`src/hdl/mbdk_pkg.sv`:
```
`timescale 1ns / 1ps
`default_nettype none

package mbdk_pkg;

   localparam int BUTTONS  = 4;
   localparam int KEYS     = 4;
   localparam int CNT_W    = 16;
   localparam int KEY_W    = 8;
   localparam int LEVEL_W  = 4;
   localparam int CSR_IDX_W = 3;
   localparam int CSR_DATA_W = 16;

   localparam logic [KEY_W-1:0]   RELEASE_OFFSET = 8'd32;
   localparam logic [CNT_W-1:0]   RST_DEBOUNCE   = 16'd20;
   localparam logic [KEY_W-1:0]   RST_KEY_ZERO   = 8'd97;   // 'a'
   localparam logic [KEY_W-1:0]   RST_KEY_ONE    = 8'd100;  // 'd'
   localparam logic [KEY_W-1:0]   RST_KEY_TWO    = 8'd119;  // 'w'
   localparam logic [KEY_W-1:0]   RST_KEY_THREE  = 8'd98;   // 'b'

   // Request kinds
   localparam logic KIND_TICK = 1'b0;
   localparam logic KIND_READ = 1'b1;

   // Register indexes
   localparam logic [CSR_IDX_W-1:0] CSR_DEBOUNCE_TICKS = 3'd0;
   localparam logic [CSR_IDX_W-1:0] CSR_KEY_CODE_ZERO  = 3'd1;
   localparam logic [CSR_IDX_W-1:0] CSR_KEY_CODE_ONE   = 3'd2;
   localparam logic [CSR_IDX_W-1:0] CSR_KEY_CODE_TWO   = 3'd3;
   localparam logic [CSR_IDX_W-1:0] CSR_KEY_CODE_THREE = 3'd4;

   typedef struct packed {
      logic               kind;
      logic [LEVEL_W-1:0] button_levels;
   } req_payload_type;

   typedef struct packed {
      logic [KEY_W-1:0]   read_data;
      logic               event_pulse;
      logic [KEY_W-1:0]   event_key;
      logic [LEVEL_W-1:0] pressed_mask;
   } rsp_payload_type;

   // Per-lane update strobes
   typedef struct packed {
      logic prime;   // first tick: take pressed flag from level
      logic tick;    // normal debounce tick
   } lane_ctrl_type;

   // Per-lane result of the current tick
   typedef struct packed {
      logic pressed_next;
      logic fire;          // press or release detected
      logic is_release;
   } lane_status_type;

endpackage

`default_nettype wire

```
`src/hdl/multi_button_debounce_key_latch_core.sv`:
```
`timescale 1ns / 1ps
`default_nettype none

// Channel | Direction | Handshake          | Payload
// req_    | in        | req_valid/req_stall | kind, button_levels
// rsp_    | out       | rsp_valid/rsp_stall | read_data, event_pulse, event_key, pressed_mask
// csr_    | in        | csr_write           | csr_index, csr_wdata
//
// A request is held in the input register; its response is then loaded into
// the response register, from which it leaves. A new request is taken every
// cycle while the response side keeps up. Reset clears all valid bits, the
// button state, the key latch and loads the register defaults. A stalled
// response holds both stages; req_stall rises only when the input register
// is full and the response register cannot drain.
module multi_button_debounce_key_latch_core
   import mbdk_pkg::*;
(
   input  wire logic                  clock,
   input  wire logic                  reset,

   input  wire logic                  req_valid,
   output      logic                  req_stall,
   input  wire req_payload_type       req_payload,

   output      logic                  rsp_valid,
   input  wire logic                  rsp_stall,
   output      rsp_payload_type       rsp_payload,

   input  wire logic                  csr_write,
   input  wire logic [CSR_IDX_W-1:0]  csr_index,
   input  wire logic [CSR_DATA_W-1:0] csr_wdata
);

   // Configuration registers
   logic [CNT_W-1:0] debounce_ff;
   logic [KEY_W-1:0] key_code_ff [KEYS];

   // Pipeline registers
   logic             s1_valid_ff;
   req_payload_type  s1_item_ff;
   logic             rsp_valid_ff;
   rsp_payload_type  rsp_data_ff, rsp_data_in;

   // Block state outside the lanes
   logic             primed_ff, primed_in;
   logic [KEY_W-1:0] latched_ff, latched_in;

   logic             out_ready;    // response register can take a new request
   logic             proc_go;      // request in the input register is processed
   logic [CNT_W-1:0] reload;
   lane_ctrl_type    lane_ctrl;
   lane_status_type  lane_status [BUTTONS];

   assign out_ready = !rsp_valid_ff || !rsp_stall;
   assign proc_go   = s1_valid_ff && out_ready;
   assign req_stall = s1_valid_ff && !out_ready;
   assign rsp_valid   = rsp_valid_ff;
   assign rsp_payload = rsp_data_ff;

   // A zero debounce setting behaves as one tick.
   assign reload = (debounce_ff == '0) ? CNT_W'(1) : debounce_ff;

   assign lane_ctrl.prime = proc_go && (s1_item_ff.kind == KIND_TICK) && !primed_ff;
   assign lane_ctrl.tick  = proc_go && (s1_item_ff.kind == KIND_TICK) && primed_ff;

   for (genvar g = 0; g < BUTTONS; g++) begin : g_lane
      mbdk_lane u_lane (
         .clock  (clock),
         .reset  (reset),
         .ctrl   (lane_ctrl),
         .level  (s1_item_ff.button_levels[g]),
         .reload (reload),
         .status (lane_status[g])
      );
   end

   // Lowest firing button wins the latch; scan from the top down.
   always_comb begin
      logic             fired;
      logic [KEY_W-1:0] ev_key;
      logic [LEVEL_W-1:0] mask;
      fired  = 1'b0;
      ev_key = '0;
      mask   = '0;
      for (int i = BUTTONS - 1; i >= 0; i--) begin
         mask[i] = lane_status[i].pressed_next;
         if (lane_status[i].fire) begin
            fired  = 1'b1;
            ev_key = lane_status[i].is_release ? key_code_ff[i] - RELEASE_OFFSET
                                               : key_code_ff[i];
         end
      end

      primed_in   = primed_ff;
      latched_in  = latched_ff;
      rsp_data_in.read_data    = '0;
      rsp_data_in.event_pulse  = 1'b0;
      rsp_data_in.event_key    = '0;
      rsp_data_in.pressed_mask = mask;

      if (s1_item_ff.kind == KIND_READ) begin
         rsp_data_in.read_data = latched_ff;
         latched_in            = '0;
      end else if (!primed_ff) begin
         primed_in = 1'b1;
      end else if (fired) begin
         latched_in              = ev_key;
         rsp_data_in.event_pulse = 1'b1;
         rsp_data_in.event_key   = ev_key;
      end
   end

   always_ff @(posedge clock) begin
      if (reset) begin
         s1_valid_ff  <= 1'b0;
         rsp_valid_ff <= 1'b0;
         primed_ff    <= 1'b0;
         latched_ff   <= '0;
      end else begin
         if (!s1_valid_ff || out_ready) begin
            s1_valid_ff <= req_valid;
         end
         if (out_ready) begin
            rsp_valid_ff <= s1_valid_ff;
         end
         if (proc_go) begin
            primed_ff  <= primed_in;
            latched_ff <= latched_in;
         end
      end
   end

   // Payload registers: no reset needed.
   always_ff @(posedge clock) begin
      if (!s1_valid_ff || out_ready) begin
         s1_item_ff <= req_payload;
      end
      if (proc_go) begin
         rsp_data_ff <= rsp_data_in;
      end
   end

   // Configuration writes
   always_ff @(posedge clock) begin
      if (reset) begin
         debounce_ff    <= RST_DEBOUNCE;
         key_code_ff[0] <= RST_KEY_ZERO;
         key_code_ff[1] <= RST_KEY_ONE;
         key_code_ff[2] <= RST_KEY_TWO;
         key_code_ff[3] <= RST_KEY_THREE;
      end else if (csr_write) begin
         case (csr_index)
            CSR_DEBOUNCE_TICKS: debounce_ff    <= csr_wdata[CNT_W-1:0];
            CSR_KEY_CODE_ZERO:  key_code_ff[0] <= csr_wdata[KEY_W-1:0];
            CSR_KEY_CODE_ONE:   key_code_ff[1] <= csr_wdata[KEY_W-1:0];
            CSR_KEY_CODE_TWO:   key_code_ff[2] <= csr_wdata[KEY_W-1:0];
            CSR_KEY_CODE_THREE: key_code_ff[3] <= csr_wdata[KEY_W-1:0];
            default: ;
         endcase
      end
   end

endmodule

`default_nettype wire

```
`src/hdl/mbdk_lane.sv`:
```
`timescale 1ns / 1ps
`default_nettype none

// One button: edge detect, restart countdown, debounced pressed flag.
module mbdk_lane
   import mbdk_pkg::*;
(
   input  wire logic             clock,
   input  wire logic             reset,
   input  wire lane_ctrl_type    ctrl,
   input  wire logic             level,
   input  wire logic [CNT_W-1:0] reload,
   output      lane_status_type  status
);

   logic             prev_ff, prev_in;
   logic             pressed_ff, pressed_in;
   logic [CNT_W-1:0] cnt_ff, cnt_in;

   always_comb begin
      logic [CNT_W-1:0] dec;
      logic             expired;
      dec          = cnt_ff - 1'b1;
      expired      = 1'b0;
      prev_in      = prev_ff;
      pressed_in   = pressed_ff;
      cnt_in       = cnt_ff;
      status.fire       = 1'b0;
      status.is_release = 1'b0;
      if (ctrl.prime) begin
         pressed_in = ~level;
         prev_in    = level;
      end else if (ctrl.tick) begin
         prev_in = level;
         if (level != prev_ff) begin
            cnt_in = reload;
         end else if (cnt_ff != '0) begin
            cnt_in  = dec;
            expired = (dec == '0);
         end
         if (expired) begin
            if (!level) begin
               if (!pressed_ff) begin
                  pressed_in  = 1'b1;
                  status.fire = 1'b1;
               end
               cnt_in = reload;     // re-check while held
            end else if (pressed_ff) begin
               pressed_in        = 1'b0;
               status.fire       = 1'b1;
               status.is_release = 1'b1;
            end
         end
      end
      status.pressed_next = pressed_in;
   end

   always_ff @(posedge clock) begin
      if (reset) begin
         prev_ff    <= 1'b1;
         pressed_ff <= 1'b0;
         cnt_ff     <= '0;
      end else begin
         prev_ff    <= prev_in;
         pressed_ff <= pressed_in;
         cnt_ff     <= cnt_in;
      end
   end

endmodule

`default_nettype wire

```
`config.mk`:
```
export PLATFORM = sky130hd
export DESIGN_NAME = multi_button_debounce_key_latch_core
export DESIGN_NICKNAME = d
export VERILOG_FILES = /design/src/hdl/mbdk_pkg.sv /design/src/hdl/multi_button_debounce_key_latch_core.sv /design/src/hdl/mbdk_lane.sv
export SDC_FILE = /design/constraint.sdc
export NUM_CORES = 1
export LEC_CHECK = 0
export BUFFER_PORTS_ARGS = -buffer_cell sky130_fd_sc_hd__buf_2
export CAP_MARGIN = 30
export CORE_UTILIZATION = 50
export CTS_CLUSTER_DIAMETER = 60
export DETAILED_ROUTE_END_ITERATION = 12
export PLACE_DENSITY = 0.75
export SYNTH_ARGS = -nofsm -noshare
export SYNTH_HDL_FRONTEND = slang
export SYNTH_HIERARCHICAL = 1
export SYNTH_SLANG_ARGS = --single-unit
```
`constraint.sdc`:
```
create_clock -name clock -period 5.4 [get_ports clock]
set_input_delay 0.54 -clock clock [delete_from_list [all_inputs] [get_ports clock]]
set_output_delay 0.54 -clock clock [all_outputs]
set_load 0.01 [all_outputs]
```
==> reports/metrics.cfg, run 1 <==
[outcome]
outcome=finished, final reports clean

[clock_tree]
cts_sinks=157
cts_inserted_buffers=17
path_clk_slew_ns=0.06
root_buffer=clkbuf_16
post_cts_buffers=0
holdBufCountCts=0
post_cts_resized=0
h-tree-depth=4
cts_tree=yes
clk_path_buf_depth=2
clk_latency_ns=0.43

[yosys]
synthCells=1078
synth.distinct_cells=80
synth_common_cells=130 x nand2_1, 99 x dfxtp_1, 71 x nor2_1
yosys-top-cells-area=dfxtp_1 21%, edfxtp_1 18%, nand2_1 5.1%, a21oi_1 2.9%, nor2_1 2.8%
avgSynthCellArea_sq_um=8.87
synthDominantCellAreaShare_pct=20.7
synthArstFlopShare_pct=0
synth_warnings=6
synth_edf_count=58
ys_seq_area_share_pct=38.9
yosys.area.top_type=dfxtp_1
synth.ff_latch_count=157
synthesis.area_sq_um=9560
syn_nets=1127
synthFlopType=dfxtp_1
yosys.cell_count.top_type=nand2_1

[finish]
antenna_cells=0
fin_nets=1138
nFillCells=1644
drive_above_1_share_pct=15.9
area_growth_pct=8.74

[worst_setup_path]
reg2reg_to=latched_ff[6]
crit_type=flop to flop
critPathLaunchType=flop
reg2reg_setup_slack_ns=1.18
setup.worst_path.end_class=flop
critPathRequiredTime_ns=5.75
crit_arrival_ns=4.56
rr_startpoint=g_lane[1].u_lane/cnt_ff[0]
path_max_fanout=13
reg2reg_depth=13

[hold_path]
hold_start=req_payload[1]
whs_endpoint=s1_item_ff[1]
whs_path_depth=1
holdCritPathClass=input port to flop

[timing]
fin_tns_setup_ns=0
min_period_over_period_pct=78.1
finalHoldViolations=0
tightest_slew_ns=0.892
finalSetupViolations=0
max_freq_ghz=0.237
drv_slew=0
skew_ns=0.00821
fin_crit_ns=4.22
rsz0062_at_grt=no
maxSlewHeadroom_pct=40.2

[drt]
drc_errors=0
viasPerCell=6.23
firstDrtPassIters=7
drt-total-wl_microns=24700
wl_per_cell_microns=18.5
drt_iter0_markers=934
postRouteAntennaNets=0
vias=8324

[die]
die_y_microns=140
coreArea_sq_um=18700
num_rows=50
start_util_pct=51.1
dieArea_sq_um=19700
pin_count=52
die_x_microns=140

[place]
gp_congestion=0.950
portBuffers=51
dpl.hpwl_microns=17300

[global_route]
grt_pass1_vias=7600
grt_max_degree=26
antenna_found_initial=0
grt_overflow_total=0
grt_util_all_layers_pct=25.4
grt_pass1_wl_microns=39300

[job]
drv_cap=0

[power_and_ir_drop]
p_leak_nw=4.25
p_per_area_nw_per_um2=266
finalPower_w=0.00276
ir_worst_vdd_mv=0.231

==> power breakdown <==
group          switching, W  leakage, nW  internal [W]  total [W]
sequential        0.0000460         1.36       0.00127    0.00131
clock              0.000507        0.260      0.000596    0.00110
combinational      0.000207         2.63      0.000142   0.000349
==> state kept, by name, indices dropped and copies added (netlist names) <==
signal                    count
key_code_ff                  32
g_lane.u_lane/pressed_ff      4
rsp_valid                     1
s1_item_ff                    5
primed_ff                     1
s1_valid_ff                   1
debounce_ff                  16
latched_ff                    8
g_lane.u_lane/prev_ff         4
rsp_payload                  21
g_lane.u_lane/cnt_ff         64
==> worst max-delay path, cell delays in order (launching register included) <==
cell	delay, ns
dfxtp_1	0.40
inv_1	0.16
ha_1	0.31
or3b_2	0.53
nor4_2	0.21
xnor2_1	0.19
nand3_2	0.13
nor3_1	0.26
nand2_1	0.08
nor2_1	0.67
or4_4	0.26
nand3_2	0.19
or3_1	0.50
o31ai_1	0.21
==> metrics by stage <==
step                cells  hold slack [ns]  cell area, sq um  util, %  worst slack, ns
floorplan            1078            0.424              9560        -             2.05
global placement     1303            0.444              9840     52.6             1.37
detailed placement   1304            0.452              9860     52.7             1.25
CTS                  1336            0.267             10400     55.6             1.24
global route         1336            0.274             10400     55.6            0.865
finish               1336            0.283             10400     55.6             1.18
==> layout by cell type (no fill, tap or decap), drive strengths merged, types with 10 or more instances in the layout <==
master  count
nand2     130
dfxtp      99
nor2       74
edfxtp     58
buf        57
a21oi      56
o21ai      55
inv        50
and2       39
nor3       37
nand3      31
nand2b     23
nor4       23
ha         20
a22oi      19
clkbuf     18
a221o      17
xnor2      17
a21o       17
or3        17
xor2       15
nand4      14
nor3b      14
mux2       11
or2        10
mux2i      10
a211o      10
a31oi      10
a32oi      10
o21bai     10
or4        10
==> metal layers <==
metal  up-vias  global-route usage, %  share of wire, %
met5         -                      0                 0
met1      4004                   34.9                45
met3        37                   4.10               6.6
met4         0                   9.77               2.0
li1       3966                      -                 -
met2       317                   40.1                46
==> area by class of cell <==
type	count	area, sq um	share of cell area, %
clock inverter	14	111	1.07
multi-input combinational	811	5370	51.6
inverter	45	169	1.62
timing repair buffer	57	304	2.92
sequential	157	3720	35.8
clock buffer	18	429	4.13
tap	234	293	2.82
==> cell families (layout without fill, tap and decap cells) <==
logic type | after synthesis | count (layout) | share of synthesized area, %
compound gates | 266 | 266 | 19.9
xor+xnor | 32 | 32 | 3.01
fa+ha+maj | 20 | 20 | 2.62
buf+inv | 110 | 134 | 4.92
flops | 157 | 157 | 38.9
mux | 21 | 21 | 2.38
simple gates | 472 | 472 | 28.2
==> worst max-delay path by stage <==
stage	start	end	slack, ns	depth (start not counted)
floorplan	g_lane[0].u_lane/cnt_ff[0]	latched_ff[6]	2.05	15
CTS	g_lane[1].u_lane/cnt_ff[0]	latched_ff[6]	1.24	13
global placement	g_lane[1].u_lane/cnt_ff[0]	latched_ff[6]	1.37	13
detailed placement	g_lane[1].u_lane/cnt_ff[0]	latched_ff[6]	1.25	13
finish	g_lane[1].u_lane/cnt_ff[0]	latched_ff[6]	1.18	13
global route	g_lane[1].u_lane/cnt_ff[0]	latched_ff[6]	0.86	13
(Power assumes the default switching activity.)
==> inputs of run 2 (changes only) <==
==> constraint.sdc (replaced) <==
create_clock -name clock -period 4 [get_ports clock]
set_input_delay 0.4 -clock clock [delete_from_list [all_inputs] [get_ports clock]]
set_output_delay 0.4 -clock clock [all_outputs]
set_load 0.01 [all_outputs]
==> run 2 against run 1 <==
Effect of this change: sequential cell count stayed put; register-to-register slack worse by 0.86 ns; global-route usage is 1.1 points higher; non-clock buffer count is 9 higher; critical path depth stayed put; worst hold slack worse by 0.15 ns; maximum frequency is 15% higher; sequential share of layout area is 0.44 points lower; final area is 1.3% higher; final cell count is 0.67% higher; worst setup slack worse by 0.86 ns; via count is 0.83% higher; highest routed layer unchanged.
==> reports/metrics.cfg, run 2 (same netlist as run 1, synthesis figures left out) <==
[die]
pin_count=52  ; unchanged
num_rows=50  ; unchanged
coreArea_sq_um=18700  ; unchanged
die_x_microns=140  ; unchanged
start_util_pct=51.1  ; unchanged
die_y_microns=140  ; unchanged
dieArea_sq_um=19700  ; unchanged

[clock_tree]
clk_latency_ns=0.44  ; about the same
post_cts_buffers=0  ; unchanged
root_buffer=clkbuf_16
path_clk_slew_ns=0.07  ; about the same
h-tree-depth=4  ; unchanged
cts_tree=yes
cts_sinks=157  ; unchanged
clk_path_buf_depth=2  ; unchanged
cts_inserted_buffers=17  ; unchanged

[worst_setup_path]
crit_arrival_ns=4.04  ; -0.52 ns
rr_startpoint=g_lane[0].u_lane/cnt_ff[0]
setup.worst_path.end_class=flop
crit_type=flop to flop
reg2reg_setup_slack_ns=0.32  ; -0.86 ns
critPathLaunchType=flop
crit_start=g_lane[0].u_lane/cnt_ff[0]
path_max_fanout=10  ; -3
critPathRequiredTime_ns=4.36  ; -1.39 ns

[global_route]
grt_overflow_total=0  ; unchanged
grt_pass1_wl_microns=40500  ; +3.1%
grt_pass1_vias=7563  ; -0.49%
grt_max_degree=30  ; +15%
grt_util_all_layers_pct=26.5  ; +1.1 points
antenna_found_initial=0  ; unchanged

[finish]
fin_nets=1147  ; +0.79%
antenna_cells=0  ; unchanged
post-route-util_pct=56.3  ; +0.72 points
final_common_cell=nand2_1
final_cell_mix=130 x nand2_1, 98 x dfxtp_1, 71 x nor2_1, 58 x edfxtp_1, 55 x a21oi_1
multi_input_area_sq_um=5370  ; unchanged
largest_register=g_lane.u_lane/cnt_ff
nFillCells=1631  ; -0.79%
largest_register_ffs=64  ; unchanged
drive_above_1_share_pct=16.9  ; +1.0 points
area_growth_pct=10.1
seq_area_sq_um=3720  ; about the same

[timing]
finalHoldViolations=0  ; unchanged
min_period_over_period_pct=92.1  ; +14 points
worst_hold_slack_ns=0.130  ; -0.154 ns
tightest_slew_ns=0.930  ; +0.0373 ns
finalSetupViolations=0  ; unchanged
fin_tns_setup_ns=0  ; unchanged
drv_slew=0  ; unchanged
max_freq_ghz=0.271  ; +15%
maxSlewHeadroom_pct=37.7  ; -2.5 points
fin_crit_ns=3.68  ; -0.535 ns
rsz0062_at_grt=no
skew_ns=0.00976  ; +0.00155 ns

[drt]
vias=8393  ; +0.83%
firstDrtPassIters=5  ; -2
viasPerCell=6.24  ; +0.15%
drt_iter0_markers=869  ; -7.0%
drc_errors=0  ; unchanged
drt-total-wl_microns=25400  ; +3.1%
wl_per_cell_microns=18.9  ; +2.4%
postRouteAntennaNets=0  ; unchanged

[hold_path]
holdCritPathClass=input port to flop
hold_start=req_payload[4]

[job]
drv_cap=0  ; unchanged

[power_and_ir_drop]
p_leak_nw=4.33  ; +1.7%
p_per_area_nw_per_um2=371  ; +39%
ir_worst_vdd_mv=0.286  ; +24%

[place]
portBuffers=51  ; unchanged
dpl.hpwl_microns=17600  ; +1.8%
gp_congestion=0.957  ; +0.68%

[outcome]
outcome=finished, final reports clean

## run 2: cell type report
cell class / count / area share (%)
Clock buffer: 17 / 4.04
Clock inverter: 15 / 1.75
Inverter: 45 / 1.60
Multi-Input combinational cell: 811 / 51.0
Sequential cell: 157 / 35.4
Tap cell: 234 / 2.78
Timing Repair Buffer: 66 / 3.49
## run 2: final timing paths
path | to | cells past startpoint
hold / removal | s1_item_ff[4] | 1
setup reg to reg | latched_ff[6] | 13
setup / recovery | latched_ff[6] | 13
hold reg to reg | latched_ff[3] | 1
## run 2: layer usage
layer  global-route usage, %  up-vias  share of wire [%]  routed length [microns]
met2                    40.1      343                 45                    11400
li1                        -     3986                  -                        -
met3                    4.85       45                6.9                     1750
met1                    37.1     4019                 46                    11700
met5                       0        -                  0                        0
met4                    11.0        0                2.5                      648
## run 2: through the flow
step / instance area, sq um / instances / setup WS (ns) / power [W]
2_1_floorplan: 9560 / 1078 / 0.654 / 0.00214
3_3_place_gp: 9920 / 1313 / 0.446 / 0.00226
3_5_place_dp: 9920 / 1313 / 0.364 / 0.00227
4_1_cts: 10500 / 1345 / 0.322 / 0.00391
5_1_grt: 10500 / 1345 / 0.0524 / 0.00404
6_report: 10500 / 1345 / 0.317 / 0.00390
## run 2: power by group
part           leakage [nW]  switching [W]  internal [W]
Combinational          2.67       0.000286      0.000195
Clock                 0.291       0.000802      0.000851
Sequential             1.36      0.0000623       0.00171
Total                  4.33        0.00115       0.00275
## run 2: critical path, stage by stage (launching register included)
cell and delay (ns):
dfxtp_1 0.41, inv_1 0.16, ha_1 0.31, or3b_2 0.53, nor4_2 0.22, xnor2_1 0.20, nand3_2 0.14, nor3_1 0.28
nand2_1 0.09, nor2_1 0.17, or4_4 0.18, nand3_2 0.19, or3_1 0.50, o31ai_1 0.22
## run 2: repair_timing
action / 4_1_cts / 5_1_grt
resized for setup: 0 / 1
setup endpoints to repair: 0 / 2
hold buffers: 0 / 0
